### src/design/assert_macros.svh
// Assertion macros shared by the RTL modules.
`ifndef ASSERT_MACROS_SVH
`define ASSERT_MACROS_SVH
`ifndef SYNTHESIS
// Property holds at every clock edge outside reset.
`define ASSERT_AT(label, clk, rst_n, prop) \
	label: assert property (@(posedge clk) disable iff (!rst_n) prop) \
		else $error("assertion failed: property violated");
// Expression never true at a clock edge outside reset.
`define ASSERT_NEVER(label, clk, rst_n, expr) \
	label: assert property (@(posedge clk) disable iff (!rst_n) !(expr)) \
		else $error("assertion failed: forbidden condition seen");
`else
`define ASSERT_AT(label, clk, rst_n, prop)
`define ASSERT_NEVER(label, clk, rst_n, expr)
`endif
`endif

### src/design/cdq_pkg.sv
// Types and constants shared by the circular deque modules.
package cdq_pkg;

	localparam int DATA_W = 32;
	localparam int CAP_W  = 8;
	localparam logic [CAP_W-1:0] CAP_RESET = 8'd128;

	localparam logic [1:0] MODE_PUSH_FRONT = 2'd0;
	localparam logic [1:0] MODE_POP_FRONT  = 2'd1;
	localparam logic [1:0] MODE_PUSH_BACK  = 2'd2;
	localparam logic [1:0] MODE_POP_BACK   = 2'd3;

	localparam logic [1:0] STATUS_OK    = 2'd0;
	localparam logic [1:0] STATUS_FULL  = 2'd1;
	localparam logic [1:0] STATUS_EMPTY = 2'd2;

	typedef struct packed {
		logic [1:0]               mode;
		logic signed [DATA_W-1:0] push_value;
	} in_item_t;

	typedef struct packed {
		logic signed [DATA_W-1:0] out_value;
		logic [1:0]               status;
	} out_item_t;

	// controller -> datapath
	typedef struct packed {
		logic exec;     // input transfer this cycle
		logic capture;  // load RAM read data into the result register
		logic cfg_wr;   // capacity write
	} cmd_t;

	// datapath -> controller
	typedef struct packed {
		logic pop_read; // current item is a pop that reads storage
	} sts_t;

endpackage

### src/design/cdq_ctrl.sv
// Deque controller: handshake state machine issuing datapath commands.
`include "assert_macros.svh"

module cdq_ctrl (
	input  logic          clk,
	input  logic          arst_n,
	input  logic          in_valid,
	output logic          in_ready,
	output logic          out_valid,
	input  logic          out_ready,
	input  logic          cfg_valid,
	output logic          cfg_ready,
	input  cdq_pkg::sts_t sts,
	output cdq_pkg::cmd_t cmd
);

	localparam logic [1:0] ST_IDLE = 2'd0;
	localparam logic [1:0] ST_READ = 2'd1;
	localparam logic [1:0] ST_RESP = 2'd2;

	logic [1:0] state_q, state_d;
	logic       in_xfer;

	assign in_ready  = (state_q == ST_IDLE);
	assign out_valid = (state_q == ST_RESP);
	assign cfg_ready = 1'b1;
	assign in_xfer   = in_valid && in_ready;

	assign cmd.exec    = in_xfer;
	assign cmd.capture = (state_q == ST_READ);
	assign cmd.cfg_wr  = cfg_valid;

	always_comb begin
		state_d = state_q;
		case (state_q)
			ST_IDLE: begin
				if (in_xfer) begin
					state_d = sts.pop_read ? ST_READ : ST_RESP;
				end
			end
			ST_READ: begin
				state_d = ST_RESP;
			end
			ST_RESP: begin
				if (out_ready) begin
					state_d = ST_IDLE;
				end
			end
			default: begin
				state_d = ST_IDLE;
			end
		endcase
	end

	always_ff @(posedge clk or negedge arst_n) begin
		if (!arst_n) begin
			state_q <= ST_IDLE;
		end else begin
			state_q <= state_d;
		end
	end

	`ASSERT_NEVER(a_one_side, clk, arst_n, in_ready && out_valid)
	`ASSERT_AT(a_pop_waits, clk, arst_n, (in_xfer && sts.pop_read) |=> (state_q == ST_READ))
	`ASSERT_AT(a_direct_result, clk, arst_n, (in_xfer && !sts.pop_read) |=> out_valid)

endmodule

### config.mk
export PLATFORM = sky130hd
export DESIGN_NAME = cdq_ctrl
export DESIGN_NICKNAME = d
export VERILOG_FILES = /design/src/design/cdq_pkg.sv /design/src/design/cdq_ctrl.sv
export VERILOG_INCLUDE_DIRS = /design/src /design/src/design
export SDC_FILE = /design/constraint.sdc
export NUM_CORES = 1
export LEC_CHECK = 0
export ABC_CLOCK_PERIOD_IN_PS = 2800
export BUFFER_PORTS_ARGS = -buffer_cell sky130_fd_sc_hd__buf_2
export CAP_MARGIN = 20
export CORE_AREA = 5 5 42 44
export CTS_BUF_LIST = sky130_fd_sc_hd__clkbuf_8
export DETAILED_ROUTE_END_ITERATION = 12
export DIE_AREA = 0 0 47 49
export RECOVER_POWER = 25
export SLEW_MARGIN = 30
export SYNTH_ARGS = -nofsm -noshare
export SYNTH_HDL_FRONTEND = slang
export SYNTH_SLANG_ARGS = --single-unit
### constraint.sdc
create_clock -name clk -period 2.8 [get_ports clk]
set_input_delay 0.56 -clock clk [delete_from_list [all_inputs] [get_ports clk]]
set_output_delay 0.56 -clock clk [all_outputs]
set_load 0.05 [all_outputs]
# Yosys cells after proc, flatten, opt, wreduce, memory -nomap -nowiden

Cells that the tools add are included.

Equal/unequal tests: 4
Mux-type cells: 4
Reduce and logical (&&, ||, !) cells: 3

Operators by type and width:

| kind                                                | count |
|---|---|
| two-way mux 2 bit                                   | 3 |
| one-hot mux 2 bit (3 select lines)                  | 1 |
| != test 2 x 1 -> 1 bit, second input constant       | 2 |
| equality test 2 x 1 -> 1 bit, second input constant | 1 |
| equality test 2 bit, second input constant          | 1 |
| zero test 2 bit                                     | 1 |
| AND reduction 2 bit                                 | 1 |
| logical AND 1 bit                                   | 1 |

Register bits: 2
Input bits: 6
Output and inout bits: 6
Logic and storage cells: 12

# Depth between registers and ports, before layout

Gate-level depths: netlist of the first run.

Depth in word-level cells: 4
Depth in mapped cells: 3
Gate-level depth less buffers: 2

# Worst setup path before layout of the first run

No wires, ideal clock.

Path kind: register to output
Start: register state_q[0]
End: output port cmd[2] (netlist bit)
Arrival: 1.262 ns
Setup slack: 0.978 ns
Cell stages (with the launch flop): 4
Path buffers: 1
Path through: dfrtp_1 -> nor2_2 -> and2_1 -> buf_4

Word-level cells in the longest chain between the ends: 2

RTL lines:

| what                     | line           | source |
|---|---|---|
| start: declaration       | cdq_ctrl.sv:21 | `logic [1:0] state_q, state_d;` |
| start signal: assignment | cdq_ctrl.sv:59 | `state_q <= state_d;` |
| zero test 2 bit          | cdq_ctrl.sv:24 | `assign in_ready = (state_q == ST_IDLE);` |
| net in_ready             | cdq_ctrl.sv:8  | `output logic in_ready,` |
| logical AND 1 bit        | cdq_ctrl.sv:27 | `assign in_xfer = in_valid && in_ready;` |
| end: declaration         | cdq_ctrl.sv:14 | `output cdq_pkg::cmd_t cmd` |

The timed path passes the listed nets, and every way through them passes these cells.

==> impl_metrics.csv, run 1 <==
group,metric,value,unit
run_status,status,"completed",
power,p_clk_share,38.3,%
timing,period_share,60.9,%
power,p_leak,0.105,nW
final_layout,antenna_cells,0,
synthesis,yosysWarningCount,0,
route,drc,0,
synthesis,synth_compound_area_share,9.71,%
synthesis,ys_seq_area_share,38.8,%
final_layout,area_growth,60.2,%
grt,overflow,0,
grt,grt_pass1_wl,420,µm
timing,finalMaxSlewViolations,0,
synthesis,synthesis.instances,14,
final_layout,final_cells,38,
route,drtIter0Drc,0,
die,initial_utilization,9.20,%
power,p_seq_share,16.4,%
worst_hold_path,hp-class,"input port to async pin",
route,ant_nets,0,
clock_tree,clk_latency,210,ps
timing,hold_viol,0,
clock_tree,ctsLongestPathBuffers,2,
final_layout,final_nets,30,
synthesis,yosys.area_share.simple,31.1,%
power,combPwrFrac,45.4,%
clock_tree,postCtsSetupBuffers,0,
placement,gp_congestion,0.551,
timing,fin_crit,1710,ps
timing,fmax,0.586,GHz
clock_tree,cts_made_buffers,3,
die,die_area,0.00230,mm²
timing,skew,1.24,ps
worst_setup_path,critPathLaunchType,"register",
grt,antenna_found_initial,0,
clock_tree,ctsHoldBuffers,0,
timing,setup_viol,0,
route,vias_per_cell,3.11,
worst_setup_path,critical_path.max_stage_delay,390,ps
die,die_h,49,µm
worst_setup_path,worstPathArrival,1150,ps
route,detail_route.wl_per_cell,7.76,µm
synthesis,yosys.area_share.adder,0,%
synthesis,netlist_area,129,µm²
timing,setup_tns,0,ps
worst_setup_path,slowest_stage,"dfrtp_1",
power,power.density,1450,mW/mm²
placement,dp_cells,35,
worst_setup_path,path_max_fanout,4,
timing,rsz0062_at_grt,"false",
final_layout,drive_above_1_share,54.5,%
final_layout,top_regs,"state_q x2",
route,drt_first_pass_iters,1,
timing,layout_setup_ws,1090,ps
clock_tree,path_clk_slew,30,ps
power,internal_power,0.164,mW
synthesis,synth_top_family_by_area,"simple AND/OR/NAND/NOR gates",
worst_setup_path,cp_cell_sequence,"nor2_2, and2_1, buf_2",
die,die_x,47,µm
grt,grt_pass1_vias,118,
power,p_sw,0.135,mW
synthesis,syn_area_per_cell,9.21,µm²
synthesis,synthXorXnorAreaFrac,0,%
clock_tree,cts.sinks,2,
clock_tree,cts_tree,"done",
synthesis,synth_seq_cells,2,
worst_setup_path,required,2240,ps
synthesis,syn_nets,20,
final_layout,top_register,"state_q",
die,coreArea,0.00140,mm²
synthesis,synth.mux.area_fraction,0,%
worst_setup_path,path_class,"register to output port",
job,maxCapViolations,0,
placement,port_buffers,8,
route,via_count,118,
placement,pre_cts_ws,1230,ps
die,ioPinCount,12,
grt,grt_util_all_layers,3.31,%
final_layout,largest_reg_flops,2,
power,vdd_drop_max,0.000188,V
final_layout,fillerInstances,169,
worst_setup_path,critPathCaptureType,"output port",
clock_tree,h-tree-depth,1,
grt,grt_max_degree,5,
clock_tree,cts.repair.resized,0,
die,row_count,14,
route,wl,295,µm
clock_tree,root_buffer,"clkbuf_8",
synthesis,synth.distinct_cells,11,
power,power.share.switching,45.1,%
Yosys cell counts:
cell type | n | share of area [%]
and2_1 | 1 | 4.9
a21oi_1 | 1 | 3.9
and2b_2 | 1 | 6.8
conb_1 | 1 | 2.9
nand2b_1 | 1 | 4.9
nor2b_1 | 1 | 4.9
nor2_2 | 1 | 4.9
dfrtp_1 | 2 | 39
and3_1 | 1 | 4.9
o21a_1 | 1 | 5.8
buf_4 | 3 | 17
cell families (layout without fill, tap and decap cells):
group                  count (synthesis)  count (layout)
other                                  1               1
and+or+nand+nor                        6               6
buffers and inverters                  3              11
DFF                                    2               2
AOI/OAI and AO/OA                      2               2
power by group through the flow:
stage               combinational, mW  sequential [mW]  clock (mW)
floorplan                       0.123           0.0476           0
global placement                0.138           0.0486           0
detailed placement              0.137           0.0494           0
CTS                             0.138           0.0490       0.119
global route                    0.141           0.0513       0.119
finish                          0.135           0.0488       0.114
layout make-up:
type | instances | area [µm²] | share of cell area, %
Timing Repair Buffer | 8 | 38.8 | 18.8
Multi-Input combinational cell | 9 | 56.3 | 27.3
Tap cell | 16 | 20.0 | 9.70
Clock buffer | 3 | 41.3 | 20.0
Sequential cell | 2 | 50.0 | 24.2
stage by stage:
step | util [%] | hold WS [ps] | cell area, µm² | total power [mW]
final | 14.7 | 124 | 206 | 0.299
after CTS | 14.8 | 122 | 208 | 0.305
after global routing | 14.7 | 141 | 206 | 0.312
after floorplan | - | 264 | 129 | 0.170
after detailed placement | 11.9 | 346 | 166 | 0.187
after global placement | 11.9 | 345 | 166 | 0.187
critical path: cells and delay by family (launching register included):
family / cells / cell delay (ps)
flip-flops: 1 / 390
AND/OR/NAND/NOR: 2 / 290
buffers and inverters: 1 / 250
layer usage:
metal	vias to the layer above	GRT usage, %	wire length [µm]	part of all wire (%)
li1	57	-	-	-
met1	50	1.76	64	22
met2	9	3.62	131	44
met3	2	4.06	80	27
met4	0	5.53	19	6.4
met5	-	0	0	0
worst paths after layout:
path,cells after the start,end,start,slack (ps)
setup / recovery,3,cmd[2],state_q[0],1090
hold / removal,1,state_q[1],arst_n,120
setup reg to reg,2,state_q[0],state_q[0],2020
hold reg to reg,2,state_q[1],state_q[0],590
max in group asynchronous,1,state_q[0],arst_n,2550
min in group clk,2,state_q[1],state_q[0],590
cell usage in the layout, fill, tap and decap left out:
cell type,synthesis,final
clkbuf_1,0,1
and3_1,1,1
and2_1,1,1
o21a_1,1,1
a21oi_1,1,1
nand2b_1,1,1
dfrtp_1,2,2
conb_1,1,1
and2b_2,1,1
clkbuf_8,0,3
buf_2,0,7
nor2_2,1,1
nor2b_1,1,1
Note: power is estimated with default switching activity, not from simulation.
==> inputs of run 2 (changes only) <==
Settings changed: ABC_AREA set to 1, ABC_CLOCK_PERIOD_IN_PS 2800 to 1650.
Clock period 2.8 ns to 1.65 ns, I/O delays scaled along.
==> run 2 against run 1 <==
Compared with the run above:
- die area stayed put
- routed wire length up 6.4%
- core utilization up 1.8 points
- cell count grew 18%
- register-to-register slack got worse by 1100 ps
- largest cell class is now registers
- largest power group is now the clock network
==> impl_metrics.csv, run 2 <==
group,metric,value,unit
synthesis,synth_edf_count,0,
timing,holdWs,379,ps
final_layout,largest_reg_flops,2,
placement,pre_cts_ws,452,ps
synthesis,synthesis.instances,20,
synthesis,ys.flop_type,"dfrtp_1",
grt,antenna_found_initial,0,
final_layout,mostFrequentLayoutCells,"buf_2, inv_1, clkbuf_8",
die,coreArea,0.00140,mm²
worst_setup_path,critPathCaptureType,"output port",
route,ant_nets,0,
die,row_count,14,
timing,hold_viol,0,
grt,grt_pass1_vias,158,
synthesis,synthMostInstantiatedCell,"inv_1",
worst_setup_path,path_max_fanout,4,
grt,met1_usage,3.08,%
clock_tree,ctsLongestPathBuffers,2,
die,die_h,49,µm
final_layout,final_nets,37,
die,ioPinCount,12,
synthesis,synth_seq_cells,2,
placement,gp_congestion,0.589,
route,wl,314,µm
worst_setup_path,cp_cell_sequence,"inv_2, nand2_2, nor2_1, buf_2",
synthesis,synth.distinct_cells,11,
worst_setup_path,required,1320,ps
grt,met3_usage,1.11,%
route,drtIter0Drc,2,
final_layout,top_register,"state_q",
die,initial_utilization,10.3,%
grt,overflow,0,
route,drc,0,
route,detail_route.wl_per_cell,6.98,µm
placement,port_buffers,8,
synthesis,syn_area_per_cell,7.19,µm²
worst_setup_path,slowest_stage,"dfrtp_1",
synthesis,synthArstFlopShare,100,%
clock_tree,cts.repair.resized,0,
synthesis,yosys-top-cells-count,"inv_1, buf_4",
route,vias_per_cell,3.13,
grt,gr-max-usage-layer,"met4",
grt,grt_util_all_layers,3.94,%
route,via_count,141,
clock_tree,h-tree-depth,1,
final_layout,antenna_cells,0,
route,drt_first_pass_iters,2,
clock_tree,root_buffer,"clkbuf_8",
worst_setup_path,critPathTopFamily,"flip-flops",
clock_tree,cts_made_buffers,3,
final_layout,drive_above_1_share,48.3,%
job,maxCapViolations,0,
grt,met2_usage,4.52,%
synthesis,yosysWarningCount,0,
worst_setup_path,worstPathArrival,1080,ps
timing,finalMaxSlewViolations,0,
grt,grt_max_degree,5,
synthesis,yosys.area.top_type_share,34.8,%
power,power.density,1670,mW/mm²
clock_tree,cts.sinks,2,
timing,skew,0.928,ps
timing,period_share,85.2,%
final_layout,area_growth,60.9,%
die,die_x,47,µm
synthesis,synth_top_area_cell,"dfrtp_1",
timing,layout_setup_ws,245,ps
worst_hold_path,hp-class,"input port to register",
clock_tree,clk_latency,210,ps
timing,setup_viol,0,
synthesis,syn_nets,26,
synthesis,ys_seq_area_share,34.8,%
run_status,status,"completed",
timing,fin_crit,1410,ps
final_layout,top_regs,"state_q x2",
power,p_leak,0.135,nW
worst_setup_path,path_class,"register to output port",
final_layout,fin_area,231,µm²
placement,dp_hpwl,263,µm
timing,rsz0062_at_grt,"false",
clock_tree,path_clk_slew,30,ps
timing,fmax,0.712,GHz
grt,grt_pass1_wl,558,µm
synthesis,synth_area_leaders,"dfrtp_1, buf_4, inv_1",
placement,dpl_cell_area,181,µm²
power,finalPower,0.386,mW
final_layout,layout_commonest_cell,"buf_2",
synthesis,netlist_area,144,µm²
worst_setup_path,critical_path.max_stage_delay,370,ps
worst_setup_path,critPathLaunchType,"register",
power,vdd_drop_max,0.000249,V
clock_tree,cts_tree,"done",
die,die_area,0.00230,mm²
timing,setup_tns,0,ps
worst_setup_path,critPathBufInv,2,
run 2: final timing paths:
| kind | from | end | slack, ps | cells past startpoint |
|---|---|---|---|---|
| max in group asynchronous | arst_n | state_q[0] | 1080 | 2 |
| min reg2reg | state_q[1] | state_q[1] | 540 | 2 |
| min | sts | state_q[0] | 380 | 3 |
| min in group asynchronous | arst_n | state_q[1] | 450 | 2 |
| max reg2reg | state_q[1] | state_q[0] | 940 | 3 |
| max | state_q[1] | cmd[2] | 240 | 4 |
run 2: logic make-up after synthesis:
kind of cell | share of synthesized area (%)
buf+inv | 31.3
simple gates | 31.3
flops | 34.8
other cells | 2.61
run 2: tightest hold or removal path: stages:
cell and delay [ps]:
buf_2 100, inv_1 70, nor3_2 50
run 2: repair_timing:
action | in CTS | in global routing
hold buffers | 1 | 0
setup buffers | 0 | 0
endpoints found under the setup margin | 0 | 0
endpoints found under the hold margin | 2 | 0
run 2: final cells by class:
type                            instances  area [µm²]
Fill cell                             174        1170
Clock buffer                            3        41.3
Multi-Input combinational cell          9        48.8
Inverter                                6        22.5
Tap cell                               16        20.0
Timing Repair Buffer                    9        48.8
Sequential cell                         2        50.0
run 2: where the power goes:
part           internal, mW  switching, mW  leakage, nW
Clock                 0.154         0.0332       0.0216
Combinational        0.0306          0.105       0.0878
Sequential           0.0577        0.00585       0.0258
run 2: layer usage:
layer / vias to the layer above / part of all wire (%)
li1: 74 / -
met1: 59 / 31
met4: 0 / 8.6
met3: 2 / 9.9
met5: - / 0
met2: 6 / 50
run 2: stage by stage:
step / util [%] / instances
after floorplan: - / 20
after global placement: 12.9 / 41
after detailed placement: 12.9 / 41
after CTS: 16.6 / 45
after global routing: 16.5 / 45
final: 16.5 / 45
